$ cat src/hdl/wavetable_polyphonic_synth_core_assert.svh
`ifndef WAVETABLE_POLYPHONIC_SYNTH_CORE_ASSERT_SVH
`define WAVETABLE_POLYPHONIC_SYNTH_CORE_ASSERT_SVH

// same-cycle implication, checked on every rising edge out of reset
`define WPS_ASSERT_NOW(name, ante, cons, msg) \
	name: assert property (@(posedge clk) disable iff (!arst_n) (ante) |-> (cons)) \
		else $error(msg);

// implication checked in the cycle after the antecedent
`define WPS_ASSERT_NEXT(name, ante, cons, msg) \
	name: assert property (@(posedge clk) disable iff (!arst_n) (ante) |=> (cons)) \
		else $error(msg);

`endif

$ cat src/hdl/wps_pkg.sv
package wps_pkg;

	localparam int TABLE_SIZE = 1000;
	localparam int QTR        = TABLE_SIZE / 4;
	localparam int IDX_W      = $clog2(TABLE_SIZE);
	localparam int PHASE_W    = IDX_W + 16;
	localparam int JW         = $clog2(QTR + 1);
	localparam int MAG_W      = 15;
	localparam int VOL_W      = 4;
	localparam int KEY_W      = 7;
	localparam int VEL_W      = 7;
	localparam int STEP_W     = 24;
	localparam int CMD_W      = 2;
	localparam int DAC_W      = 12;
	localparam int PROD_W     = MAG_W + VOL_W;
	// the sample only keeps bits 27..16 of the mix, so the sum wraps at 28 bits
	localparam int ACC_W      = DAC_W + 16;
	localparam int QDEPTH     = 4;
	localparam int QPTR_W     = $clog2(QDEPTH);

	localparam logic [CMD_W-1:0] CMD_TICK = 2'd0;
	localparam logic [CMD_W-1:0] CMD_ON   = 2'd1;
	localparam logic [CMD_W-1:0] CMD_OFF  = 2'd2;
	localparam logic [CMD_W-1:0] CMD_NONE = 2'd3;

	localparam logic [PHASE_W:0] SPAN       = (PHASE_W + 1)'(TABLE_SIZE * 65536);
	localparam logic [DAC_W-1:0] DAC_OFFSET = DAC_W'(2048);

	localparam logic [63:0] PI_HALF_Q62 = 64'h6487ED5110B4611A;
	localparam logic [63:0] TS64        = 64'(TABLE_SIZE);

	typedef struct packed {
		logic [CMD_W-1:0]  op;
		logic [KEY_W-1:0]  key;
		logic [VOL_W-1:0]  vol;
		logic [STEP_W-1:0] step;
	} qent_t;

	typedef logic [QTR:0][MAG_W-1:0] mag_tab_t;

	// q62 product, floor
	function automatic logic [63:0] qmul(input logic [63:0] a, input logic [63:0] b);
		logic [63:0] al, ah, bl, bh, ll, lh, hl, hh, mid, lo, hi;
		al  = {32'd0, a[31:0]};
		ah  = {32'd0, a[63:32]};
		bl  = {32'd0, b[31:0]};
		bh  = {32'd0, b[63:32]};
		ll  = al * bl;
		lh  = al * bh;
		hl  = ah * bl;
		hh  = ah * bh;
		mid = {32'd0, ll[63:32]} + {32'd0, lh[31:0]} + {32'd0, hl[31:0]};
		lo  = {mid[31:0], ll[31:0]};
		hi  = hh + {32'd0, lh[63:32]} + {32'd0, hl[63:32]} + {32'd0, mid[63:32]};
		return {hi[61:0], lo[63:62]};
	endfunction

	// floor(32767 * sin(pi/2 * k / TABLE_SIZE)) by taylor series in q62
	function automatic logic [MAG_W-1:0] sine_mag(input logic [63:0] k);
		logic [63:0] x, x2, term, pos, neg, s, r;
		if (k == 64'd0)
			return '0;
		if (k >= TS64)
			return MAG_W'(32767);
		x    = (PI_HALF_Q62 / TS64) * k + ((PI_HALF_Q62 % TS64) * k) / TS64;
		x2   = qmul(x, x);
		term = x;
		pos  = x;
		neg  = 64'd0;
		term = qmul(term, x2) / 64'd6;   neg = neg + term;
		term = qmul(term, x2) / 64'd20;  pos = pos + term;
		term = qmul(term, x2) / 64'd42;  neg = neg + term;
		term = qmul(term, x2) / 64'd72;  pos = pos + term;
		term = qmul(term, x2) / 64'd110; neg = neg + term;
		term = qmul(term, x2) / 64'd156; pos = pos + term;
		term = qmul(term, x2) / 64'd210; neg = neg + term;
		term = qmul(term, x2) / 64'd272; pos = pos + term;
		term = qmul(term, x2) / 64'd342; neg = neg + term;
		term = qmul(term, x2) / 64'd420; pos = pos + term;
		term = qmul(term, x2) / 64'd506; neg = neg + term;
		term = qmul(term, x2) / 64'd600; pos = pos + term;
		term = qmul(term, x2) / 64'd702; neg = neg + term;
		s = pos - neg;
		r = ({20'd0, s[63:20]} * 64'd32767) >> 42;
		return r[MAG_W-1:0];
	endfunction

	// quarter wave: entry j is the magnitude at table index j
	function automatic mag_tab_t build_mag_tab();
		mag_tab_t t;
		for (int j = 0; j <= QTR; j++)
			t[j] = sine_mag(64'(4 * j));
		return t;
	endfunction

	localparam mag_tab_t MAG_TAB = build_mag_tab();

endpackage

$ cat src/hdl/wps_fifo.sv
`include "wavetable_polyphonic_synth_core_assert.svh"

module wps_fifo import wps_pkg::*; (
	input  logic  clk,
	input  logic  arst_n,
	input  logic  push,
	input  qent_t din,
	input  logic  pop,
	output qent_t dout,
	output logic  full,
	output logic  empty
);

	qent_t             mem_q [QDEPTH];
	logic [QPTR_W-1:0] wr_q;
	logic [QPTR_W-1:0] rd_q;
	logic [QPTR_W:0]   cnt_q;

	assign full  = (cnt_q == (QPTR_W + 1)'(QDEPTH));
	assign empty = (cnt_q == '0);
	assign dout  = mem_q[rd_q];

	always_ff @(posedge clk) begin
		if (push)
			mem_q[wr_q] <= din;
	end

	always_ff @(posedge clk or negedge arst_n) begin
		if (!arst_n) begin
			wr_q  <= '0;
			rd_q  <= '0;
			cnt_q <= '0;
		end else begin
			if (push)
				wr_q <= wr_q + 1'b1;
			if (pop)
				rd_q <= rd_q + 1'b1;
			if (push && !pop)
				cnt_q <= cnt_q + 1'b1;
			else if (pop && !push)
				cnt_q <= cnt_q - 1'b1;
		end
	end

	`WPS_ASSERT_NOW(a_no_overrun, push, !full, "word pushed into a full queue")
	`WPS_ASSERT_NOW(a_no_underrun, pop, !empty, "word popped from an empty queue")
	`WPS_ASSERT_NEXT(a_cnt_push, push && !pop, cnt_q != '0, "queue count lost a push")

endmodule

$ cat src/hdl/wps_front.sv
module wps_front import wps_pkg::*; (
	input  logic              in_valid,
	input  logic [CMD_W-1:0]  cmd,
	input  logic [KEY_W-1:0]  key,
	input  logic [VEL_W-1:0]  velocity,
	input  logic [STEP_W-1:0] phase_step,
	input  logic              q_full,
	output logic              in_stall,
	output logic              q_push,
	output qent_t             q_data
);

	logic [14:0] vel_x;

	// velocity / 10 as a reciprocal multiply, exact for 7-bit values
	assign vel_x = 15'(velocity) * 15'd205;

	assign in_stall = q_full;
	// unused command words are taken and dropped here
	assign q_push   = in_valid && !q_full && (cmd != CMD_NONE);

	assign q_data.op   = cmd;
	assign q_data.key  = key;
	assign q_data.vol  = vel_x[14:11];
	assign q_data.step = phase_step;

endmodule

$ cat src/hdl/wps_back.sv
`include "wavetable_polyphonic_synth_core_assert.svh"

module wps_back import wps_pkg::*; #(
	parameter int VOICES = 15
) (
	input  logic             clk,
	input  logic             arst_n,
	input  logic             q_empty,
	input  qent_t            q_head,
	output logic             q_pop,
	output logic             out_valid,
	input  logic             out_stall,
	output logic [DAC_W-1:0] dac_sample
);

	localparam int VW = (VOICES > 1) ? $clog2(VOICES) : 1;
	localparam logic [VW-1:0] V_LAST = VW'(VOICES - 1);

	localparam logic [1:0] ST_IDLE  = 2'd0;
	localparam logic [1:0] ST_SCAN  = 2'd1;
	localparam logic [1:0] ST_DRAIN = 2'd2;

	logic [1:0]         st_q;
	logic [VW-1:0]      v_q;
	logic [VOICES-1:0]  busy_q;
	logic [KEY_W-1:0]   vkey_q   [VOICES];
	logic [VOL_W-1:0]   vvol_q   [VOICES];
	logic [STEP_W-1:0]  vstep_q  [VOICES];
	logic [PHASE_W-1:0] vphase_q [VOICES];

	logic              free_hit, off_hit;
	logic [VW-1:0]     free_idx, off_idx;
	logic              do_on, do_off, start_tick, scan, emit;
	logic [PHASE_W-1:0] cur_phase;
	logic [PHASE_W:0]  sum_phase, wrap_phase;
	logic [IDX_W:0]    idx_e;
	logic [JW-1:0]     j_c;
	logic              neg_c;

	logic              valid_s1, valid_s2, valid_s3;
	logic              last_s1, last_s2, last_s3;
	logic              neg_s1, neg_s2, neg_s3;
	logic [JW-1:0]     j_s1;
	logic [VOL_W-1:0]  vol_s1, vol_s2;
	logic [MAG_W-1:0]  mag_s2;
	logic [PROD_W-1:0] prod_s3;
	logic [ACC_W-1:0]  term;
	logic [ACC_W-1:0]  acc_q;
	logic              done_q;
	logic              out_valid_q;
	logic [DAC_W-1:0]  dac_q;

	// lowest free voice and lowest active voice holding the key
	always_comb begin
		free_hit = 1'b0;
		free_idx = '0;
		off_hit  = 1'b0;
		off_idx  = '0;
		for (int i = VOICES - 1; i >= 0; i--) begin
			if (!busy_q[i]) begin
				free_hit = 1'b1;
				free_idx = VW'(i);
			end
			if (busy_q[i] && (vkey_q[i] == q_head.key)) begin
				off_hit = 1'b1;
				off_idx = VW'(i);
			end
		end
	end

	assign q_pop      = (st_q == ST_IDLE) && !q_empty;
	assign do_on      = q_pop && (q_head.op == CMD_ON) && free_hit;
	assign do_off     = q_pop && (q_head.op == CMD_OFF) && off_hit;
	assign start_tick = q_pop && (q_head.op == CMD_TICK);
	assign scan       = (st_q == ST_SCAN);
	assign emit       = (st_q == ST_DRAIN) && done_q && (!out_valid_q || !out_stall);

	assign cur_phase  = vphase_q[v_q];
	assign sum_phase  = {1'b0, cur_phase} + (PHASE_W + 1)'(vstep_q[v_q]);
	assign wrap_phase = (sum_phase >= SPAN) ? (sum_phase - SPAN) : sum_phase;

	// fold the table index onto the quarter wave
	assign idx_e = {1'b0, cur_phase[PHASE_W-1:16]};
	always_comb begin
		priority if (idx_e < (IDX_W + 1)'(QTR)) begin
			j_c   = JW'(idx_e);
			neg_c = 1'b0;
		end else if (idx_e < (IDX_W + 1)'(2 * QTR)) begin
			j_c   = JW'((IDX_W + 1)'(2 * QTR) - idx_e);
			neg_c = 1'b0;
		end else if (idx_e < (IDX_W + 1)'(3 * QTR)) begin
			j_c   = JW'(idx_e - (IDX_W + 1)'(2 * QTR));
			neg_c = 1'b1;
		end else begin
			j_c   = JW'((IDX_W + 1)'(4 * QTR) - idx_e);
			neg_c = 1'b1;
		end
	end

	always_ff @(posedge clk or negedge arst_n) begin
		if (!arst_n) begin
			busy_q <= '0;
			for (int i = 0; i < VOICES; i++)
				vphase_q[i] <= '0;
		end else begin
			if (do_on)
				busy_q[free_idx] <= (q_head.step != '0);
			if (do_off)
				busy_q[off_idx] <= 1'b0;
			if (scan && busy_q[v_q])
				vphase_q[v_q] <= wrap_phase[PHASE_W-1:0];
		end
	end

	always_ff @(posedge clk) begin
		if (do_on) begin
			vkey_q[free_idx]  <= q_head.key;
			vvol_q[free_idx]  <= q_head.vol;
			vstep_q[free_idx] <= q_head.step;
		end else if (do_off) begin
			vkey_q[off_idx]  <= '0;
			vvol_q[off_idx]  <= '0;
			vstep_q[off_idx] <= '0;
		end
	end

	always_ff @(posedge clk or negedge arst_n) begin
		if (!arst_n) begin
			st_q        <= ST_IDLE;
			v_q         <= '0;
			valid_s1    <= 1'b0;
			valid_s2    <= 1'b0;
			valid_s3    <= 1'b0;
			last_s1     <= 1'b0;
			last_s2     <= 1'b0;
			last_s3     <= 1'b0;
			done_q      <= 1'b0;
			out_valid_q <= 1'b0;
		end else begin
			valid_s1 <= scan;
			last_s1  <= scan && (v_q == V_LAST);
			valid_s2 <= valid_s1;
			last_s2  <= last_s1;
			valid_s3 <= valid_s2;
			last_s3  <= last_s2;
			if (valid_s3 && last_s3)
				done_q <= 1'b1;
			else if (emit)
				done_q <= 1'b0;
			if (emit)
				out_valid_q <= 1'b1;
			else if (!out_stall)
				out_valid_q <= 1'b0;
			unique case (st_q)
				ST_IDLE: begin
					if (start_tick) begin
						st_q <= ST_SCAN;
						v_q  <= '0;
					end
				end
				ST_SCAN: begin
					v_q <= v_q + 1'b1;
					if (v_q == V_LAST)
						st_q <= ST_DRAIN;
				end
				ST_DRAIN: begin
					if (emit)
						st_q <= ST_IDLE;
				end
				default: st_q <= ST_IDLE;
			endcase
		end
	end

	// lookup and multiply pipe, one voice a cycle
	always_ff @(posedge clk) begin
		j_s1    <= j_c;
		neg_s1  <= neg_c;
		vol_s1  <= busy_q[v_q] ? vvol_q[v_q] : '0;
		mag_s2  <= MAG_TAB[j_s1];
		neg_s2  <= neg_s1;
		vol_s2  <= vol_s1;
		prod_s3 <= PROD_W'(mag_s2) * PROD_W'(vol_s2);
		neg_s3  <= neg_s2;
	end

	assign term = ACC_W'({prod_s3, 4'b0000});

	always_ff @(posedge clk) begin
		if (start_tick)
			acc_q <= '0;
		else if (valid_s3)
			acc_q <= neg_s3 ? (acc_q - term) : (acc_q + term);
		if (emit)
			dac_q <= acc_q[ACC_W-1:16] + DAC_OFFSET;
	end

	assign out_valid  = out_valid_q;
	assign dac_sample = dac_q;

	`WPS_ASSERT_NOW(a_pipe_empty_idle, st_q == ST_IDLE, !(valid_s1 || valid_s2 || valid_s3), "voice pipe busy while idle")
	`WPS_ASSERT_NEXT(a_done_after_last, valid_s3 && last_s3, done_q, "mix not flagged done after last voice")
	`WPS_ASSERT_NOW(a_voice_range, st_q == ST_SCAN, v_q <= V_LAST, "voice counter past last voice")

endmodule

$ cat src/hdl/wavetable_polyphonic_synth_core.sv
// a tick goes through the sweep, s1 to s3, acc_q, done_q and dac_q to the output
// the mix sweeps the voices one a cycle through the single sine lookup and multiplier,
// so a tick holds the back end until its sample is out; note on and off stay in idle
// the four-word queue takes input until full while the back end is busy or output stalls
// asynchronous reset: all voices free with zero phase, queue empty, no clearing pass
module wavetable_polyphonic_synth_core import wps_pkg::*; #(
	parameter int VOICES = 15
) (
	input  logic              clk,
	input  logic              arst_n,
	input  logic              in_valid,
	output logic              in_stall,
	input  logic [CMD_W-1:0]  cmd,
	input  logic [KEY_W-1:0]  key,
	input  logic [VEL_W-1:0]  velocity,
	input  logic [STEP_W-1:0] phase_step,
	output logic              out_valid,
	input  logic              out_stall,
	output logic [DAC_W-1:0]  dac_sample
);

	logic  q_push, q_pop, q_full, q_empty;
	qent_t q_din, q_head;

	wps_front u_front (
		.in_valid   (in_valid),
		.cmd        (cmd),
		.key        (key),
		.velocity   (velocity),
		.phase_step (phase_step),
		.q_full     (q_full),
		.in_stall   (in_stall),
		.q_push     (q_push),
		.q_data     (q_din)
	);

	wps_fifo u_fifo (
		.clk    (clk),
		.arst_n (arst_n),
		.push   (q_push),
		.din    (q_din),
		.pop    (q_pop),
		.dout   (q_head),
		.full   (q_full),
		.empty  (q_empty)
	);

	wps_back #(
		.VOICES (VOICES)
	) u_back (
		.clk        (clk),
		.arst_n     (arst_n),
		.q_empty    (q_empty),
		.q_head     (q_head),
		.q_pop      (q_pop),
		.out_valid  (out_valid),
		.out_stall  (out_stall),
		.dac_sample (dac_sample)
	);

endmodule

$ cat config.mk
export PLATFORM = sky130hd
export DESIGN_NAME = wavetable_polyphonic_synth_core
export DESIGN_NICKNAME = d
export VERILOG_FILES = /design/src/hdl/wps_pkg.sv /design/src/hdl/wps_fifo.sv /design/src/hdl/wps_front.sv /design/src/hdl/wps_back.sv /design/src/hdl/wavetable_polyphonic_synth_core.sv
export VERILOG_INCLUDE_DIRS = /design/src /design/src/hdl
export SDC_FILE = /design/constraint.sdc
export NUM_CORES = 2
export LEC_CHECK = 0
export ABC_AREA = 1
export BUFFER_PORTS_ARGS = -buffer_cell sky130_fd_sc_hd__buf_2
export CAP_MARGIN = 20
export CORE_MARGIN = 2
export CORE_UTILIZATION = 60
export CTS_CLUSTER_SIZE = 28
export DETAILED_ROUTE_END_ITERATION = 8
export PLACE_DENSITY_LB_ADDON = 0.1
export SLEW_MARGIN = 20
export SYNTH_ARGS = -nofsm -noshare
export SYNTH_HDL_FRONTEND = slang
export SYNTH_SLANG_ARGS = --single-unit
$ cat constraint.sdc
create_clock -name clk -period 6.3 [get_ports clk]
set_input_delay 1.26 -clock clk [delete_from_list [all_inputs] [get_ports clk]]
set_output_delay 1.26 -clock clk [all_outputs]
set_load 0.01 [all_outputs]
Word level (Yosys, flattened, before mapping) --
Memory sizes are Yosys's and may differ from the RTL's. A register that Yosys moved wholly into a read port is not among the register bits. Cells that the tools add are included.
Word-level totals: memory bits (writable) 673, flip-flop bits (word level) 500, memory bits (read-only) 3840, output and inout port bits 14, memories kept 5
Memories:
- (no name shown) | depth 256, width 15, rd ports 1, clocked after Yosys merged registers in 1, wr ports 0, RTL line wps_back.sv:180 | mag_s2 <= MAG_TAB[j_s1];
- u_back.vstep_q | depth 15, width 24, rd ports 1, clocked after Yosys merged registers in 0, wr ports 1, RTL line wps_back.sv:28 | logic [STEP_W-1:0] vstep_q [VOICES];
- u_fifo.mem_q | depth 4, width 37, rd ports 1, clocked after Yosys merged registers in 0, wr ports 1, RTL line wps_fifo.sv:14 | qent_t mem_q [QDEPTH];
- u_back.vkey_q | depth 15, width 7, rd ports 15, clocked after Yosys merged registers in 0, wr ports 1, RTL line wps_back.sv:26 | logic [KEY_W-1:0] vkey_q [VOICES];
- u_back.vvol_q | depth 15, width 4, rd ports 1, clocked after Yosys merged registers in 1, wr ports 1, RTL line wps_back.sv:27 | logic [VOL_W-1:0] vvol_q [VOICES];
Operators by class: reductions and logical operators 53, $add $sub $neg 13, multiplexer cells 109, multipliers 2, bitwise operators 3, magnitude comparators 11, equality and inequality tests 26
Operator list (number):
- bitwise mux 390 bit | 1
- two-way mux 4 bit | 35
- == test 7 bit | 15
- binary-select mux 26 bit (select 4 bit) | 1
- demux 26 bit (select 4 bit) | 1
- two-way mux 26 bit | 4
- two-way mux 1 bit | 48
- logical AND 1 bit | 33
- two-way mux 15 bit | 2
- adder 28 x 23 -> 28 bit | 1
- two-way mux 28 bit | 1
- subtractor 28 x 23 -> 28 bit | 1
- adder 26 x 24 -> 27 bit | 1
- >= comparator 27 x 26 -> 1 bit, second input constant | 1
- subtractor 26 bit, second input constant | 1
- two-way mux 24 bit | 1
- two-way mux 8 bit | 3
- nonzero test 24 bit | 1
- OR reduction 24 bit | 1
- multiplier 15 x 4 -> 19 bit | 1
- subtractor 8 bit, first input constant | 2
- AND 15 bit | 1
- bitwise mux 15 bit | 1
- < comparator 4 x 5 -> 1 bit, second input constant | 3
- other kinds (37) | 57

Depth between registers and ports, before layout --
An unclocked memory read counts as a cell.
word-level depth 25, depth in mapped cells 34, mapped depth without buffers 26

Modules after synthesis --
Synthesis repeated with hierarchy kept, for this count alone.
Unflattened totals: cell total of the unflattened synthesis 6302, area total of the unflattened synthesis 58821.4 µm²
Modules (own cells, without submodules):
- wps_back | cells each 5640, area each 51166.6 µm², times used 1
- wps_fifo | cells each 480, area each 6369.9 µm², times used 1
- wps_front | cells each 182, area each 1285.0 µm², times used 1

Worst setup path before layout --
OpenSTA, ideal clock, no wires.
kind register to register, start register u_back.v_q[0], end register u_back.vphase_q[331] (netlist bit), buffers on the path 9, slack 0.991 ns, cell stages (with the launch flop) 34, required time 6.182 ns, arrival 5.192 ns, clock period less this slack 5.309 ns, cell sequence dfrtp_1 buf_4 buf_4 clkbuf_1 buf_2 buf_2 buf_2 buf_2 clkbuf_1 nor2_1 o22ai_1 nand2_1 nand4_1 ha_1 inv_1 fa_1 o21ai_2 a21oi_4 o21ai_2 nand2_1 nand2_1 nand2_1 nand2_1 nand2_1 nand2_1 clkinv_1 ha_1 nor3_2 a31oi_4 nand2_4 nand2_2 buf_4 nand3_1 nand2_1
Between the ends: word-level cells in the longest chain between the ends 8, elaborated cells between the ends (all ways) 18, those cells by class 2 x add/sub; 3 x order compare; 9 x mux; 1 x bitwise; 2 x reduce/logical; 1 x memory
RTL lines:
- start: declaration | RTL line wps_back.sv:24 | logic [VW-1:0] v_q;
- start signal: assignment | RTL line wps_back.sv:162 | v_q <= v_q + 1'b1;
- inverter 4 -> 5 bit (implied by the code) | RTL line wps_back.sv:78, wps_back.sv:111
- binary-select mux 26 bit (select 4 bit) | RTL line wps_back.sv:78 | assign cur_phase = vphase_q[v_q];
- two-way mux 26 bit (implied by the code) (2 in a row) | RTL line wps_back.sv:78
- adder 26 x 24 -> 27 bit | RTL line wps_back.sv:79 | assign sum_phase = {1'b0, cur_phase} + (PHASE_W + 1)'(vstep_q[v_q]);
- subtractor 26 bit or >= comparator 27 x 26 -> 1 bit (tied branches) | RTL line wps_back.sv:80 | assign wrap_phase = (sum_phase >= SPAN) ? (sum_phase - SPAN) : sum_phase;
- two-way mux 26 bit | RTL line wps_back.sv:80
- bitwise mux 390 bit | RTL line wps_back.sv:111 | vphase_q[v_q] <= wrap_phase[PHASE_W-1:0];
- end signal: indexed assignment | RTL line wps_back.sv:111
- end: declaration | RTL line wps_back.sv:29 | logic [PHASE_W-1:0] vphase_q [VOICES];
Parallel ways exist; a longest one is shown, timed or not. The select of a mux whose other input is x is not followed. A chain may end at the register's enable or synchronous reset.

Final worst setup path --
start register u_back.v_q[1], end register u_back.vphase_q[97] (netlist bit)
Same word-level chain as after synthesis.

==> results.ini <==
[outcome]
outcome = complete, no violations

[worst_setup_path]
r2r_start = u_back.v_q[1]
r2r_end = u_back.vphase_q[97]
worstSetupStartpointType = flop
critPathMaxFanout = 85
critPathArrivalTime_ps = 6160
crit_required_ps = 6950
r2r_slack_ps = 780
r2r_cells = 18
critPathKind = reg -> reg
end_kind = flop

[cells_and_area]
layout-drive-gt1-share = 0.0831
final_nets = 6328
area.growth.synth_to_final_pct = 9.85

[global_routing]
antenna_found_initial = 3
grtUsageMet3 = 0.0478
grt_pass1_wl_um = 263000
grt_max_degree = 110
track_usage = 0.351
grt_use_met1 = 0.439
grt_pass1_vias = 43700
busiest_layer = met2
grt_overflow = 0
grt_use_met2 = 0.597

[sta]
relSlewSlack = 0.140
fin_skew_ps = 58.9
maxClockFrequency_mhz = 181
worst_pin_slew_ps = 1270
setup_viol = 0
finalHoldViolations = 0
period_share = 0.876
fin_tns_setup_ps = 0
finalCriticalPeriod_ps = 5520
drv_slew = 0
rsz0062_at_grt = no

[route]
drt_first_pass_iters = 6
avgViaCountPerCell = 6.12
route.detailed.drc = 0
wl_per_cell_um = 23.3
drtAntennaViolNets = 0
drt_iter0_drc = 5159
vias = 45800
routed_wl_um = 174000

[clock_tree]
cts_htree_levels = 3
cts_resized = 0
clock_latency_ps = 740
cts.sinks = 1188
clk_pin_slew_ps = 70
cts.path.max_buffers = 3
postCtsSetupBuffers = 0
cts_tree = built
cts_buffers = 117
root_buffer = clkbuf_16
ctsHoldBuffers = 0

[placed_design]
hpwlAfterDp_um = 110000
io_buffers = 57
globalplace.congestion = 0.994

[yosys]
synth_fp_nets = 6360
ys_types = 75
yosys-top-cells-count = nand2_1 (1337), o21ai_0 (809), edfxtp_1 (685), nor2_1 (555), inv_1 (460)
synth_seq_area_share = 0.565
yosys-top-cells-area = edfxtp_1 (35%), dfrtp_1 (18%), nand2_1 (8.7%)
synth_cells = 6142
synth_seq_cells = 1188
yosysMostFrequentCell = nand2_1
netlist_area_um2 = 58000
syn_area_per_cell_um2 = 9.44
synth_top_area_frac = 0.355
ys.flop_type = edfxtp_1
yosys_warnings = 0
yosys.area.top_type = edfxtp_1
synth-edff-count = 685
async_flop_share = 0.359

[floorplan]
std_cell_rows = 114
pin_count = 58
coreArea_um2 = 96300
dieArea_um2 = 99100
die-width_um = 315
start_util = 0.602
die_h_um = 315

[run]
maxCapViolCount = 0

[worst_hold_path]
holdPathStages = 0
hp-start = u_back.vol_s1[0]
whs_endpoint = u_back.vol_s2[0]
hold_class = reg -> reg

==> worst max path at each step <==
| stage | from | endpoint | slack [ps] | cells after the start |
|---|---|---|---|---|
| after floorplan | u_back.v_q[0] | u_back.vphase_q[331] | 990 | 33 |
| after global placement | u_back.v_q[1] | u_back.vphase_q[19] | 910 | 18 |
| after detailed placement | u_back.v_q[1] | u_back.vphase_q[149] | 770 | 18 |
| after CTS | u_back.v_q[1] | u_back.vphase_q[97] | 750 | 18 |
| after global routing | u_back.v_q[1] | u_back.vphase_q[97] | 330 | 24 |
| final | u_back.v_q[1] | u_back.vphase_q[97] | 780 | 18 |
==> per-layer routing <==
layer,vias to the layer above,part of all wire
met3,506,0.077
met5,-,0.00015
met4,4,0.053
met1,22100,0.38
met2,2196,0.48
li1,21000,-
==> flip-flops by register name, indices dropped and copies added, names as in the netlist, 19 cells and up <==
signal	cells
u_back.vkey_q	105
u_back.vvol_q	60
u_back.vphase_q	390
u_fifo.mem_q	148
u_back.acc_q	24
u_back.prod_s3	19
u_back.vstep_q	360
==> layout make-up <==
type | count | area (µm²)
antenna | 1 | 2.50
clock buffer | 168 | 3350
clock inverter | 53 | 618
fill | 7619 | 32600
inverter | 491 | 1860
multi-input combinational | 4130 | 22100
sequential | 1188 | 32800
tap | 1276 | 1600
timing repair buffer | 182 | 1400
==> worst max-delay path, cell delays in order (launching register included) <==
cell	delay [ps]
dfrtp_4	520
inv_8	340
buf_4	550
a21oi_1	70
o21ai_0	100
a21oi_1	80
a2111o_1	450
ha_1	350
a21oi_2	160
o21ai_2	110
xnor2_1	640
inv_1	390
nor4_1	370
nand4_1	140
nor2_2	270
nand3_4	170
nand3_1	440
nand3_1	170
nand2_1	90
==> cells in the final DEF (no fill, tap or decap), types with 29 or more instances in the layout <==
cell type	Yosys	final
edfxtp_1	685	685
nor2_1	555	529
xor2_1	63	63
inv_1	460	455
a21oi_1	314	314
dfxtp_1	77	77
buf_2	60	56
o21ai_1	33	33
ha_1	137	137
nand3_1	172	172
xnor2_1	55	55
nand2_1	1337	1334
nand4_1	57	57
o21ai_0	809	809
o22ai_1	152	152
fa_1	37	37
nor3_1	47	47
o211ai_1	43	43
dfrtp_1	426	423
clkbuf_16	0	119
buf_4	10	112
a32o_1	29	29
clkbuf_1	223	30
==> per-stage QoR <==
stage / setup slack (ps) / hold slack (ps) / instances / area [µm²] / util
final: 782 / 305 / 7489 / 63700 / 0.661
after global routing: 332 / 309 / 7488 / 63700 / 0.661
after CTS: 755 / 306 / 7488 / 63700 / 0.661
after detailed placement: 771 / 314 / 7267 / 59700 / 0.620
after global placement: 911 / 311 / 7267 / 59700 / 0.620
after floorplan: 991 / 310 / 6142 / 58000 / -
==> cell families after synthesis <==
family / Yosys count / share of synthesized area
DFF: 1188 / 0.565
AOI/OAI and AO/OA: 1557 / 0.153
xor gates and xnor gates: 126 / 0.0203
buffers and inverters: 824 / 0.0574
and+or+nand+nor: 2273 / 0.162
adders and majority gates: 174 / 0.0424
Power is not shown: default switching activity piles up to over one toggle a cycle in this logic, so the estimate is an artifact.
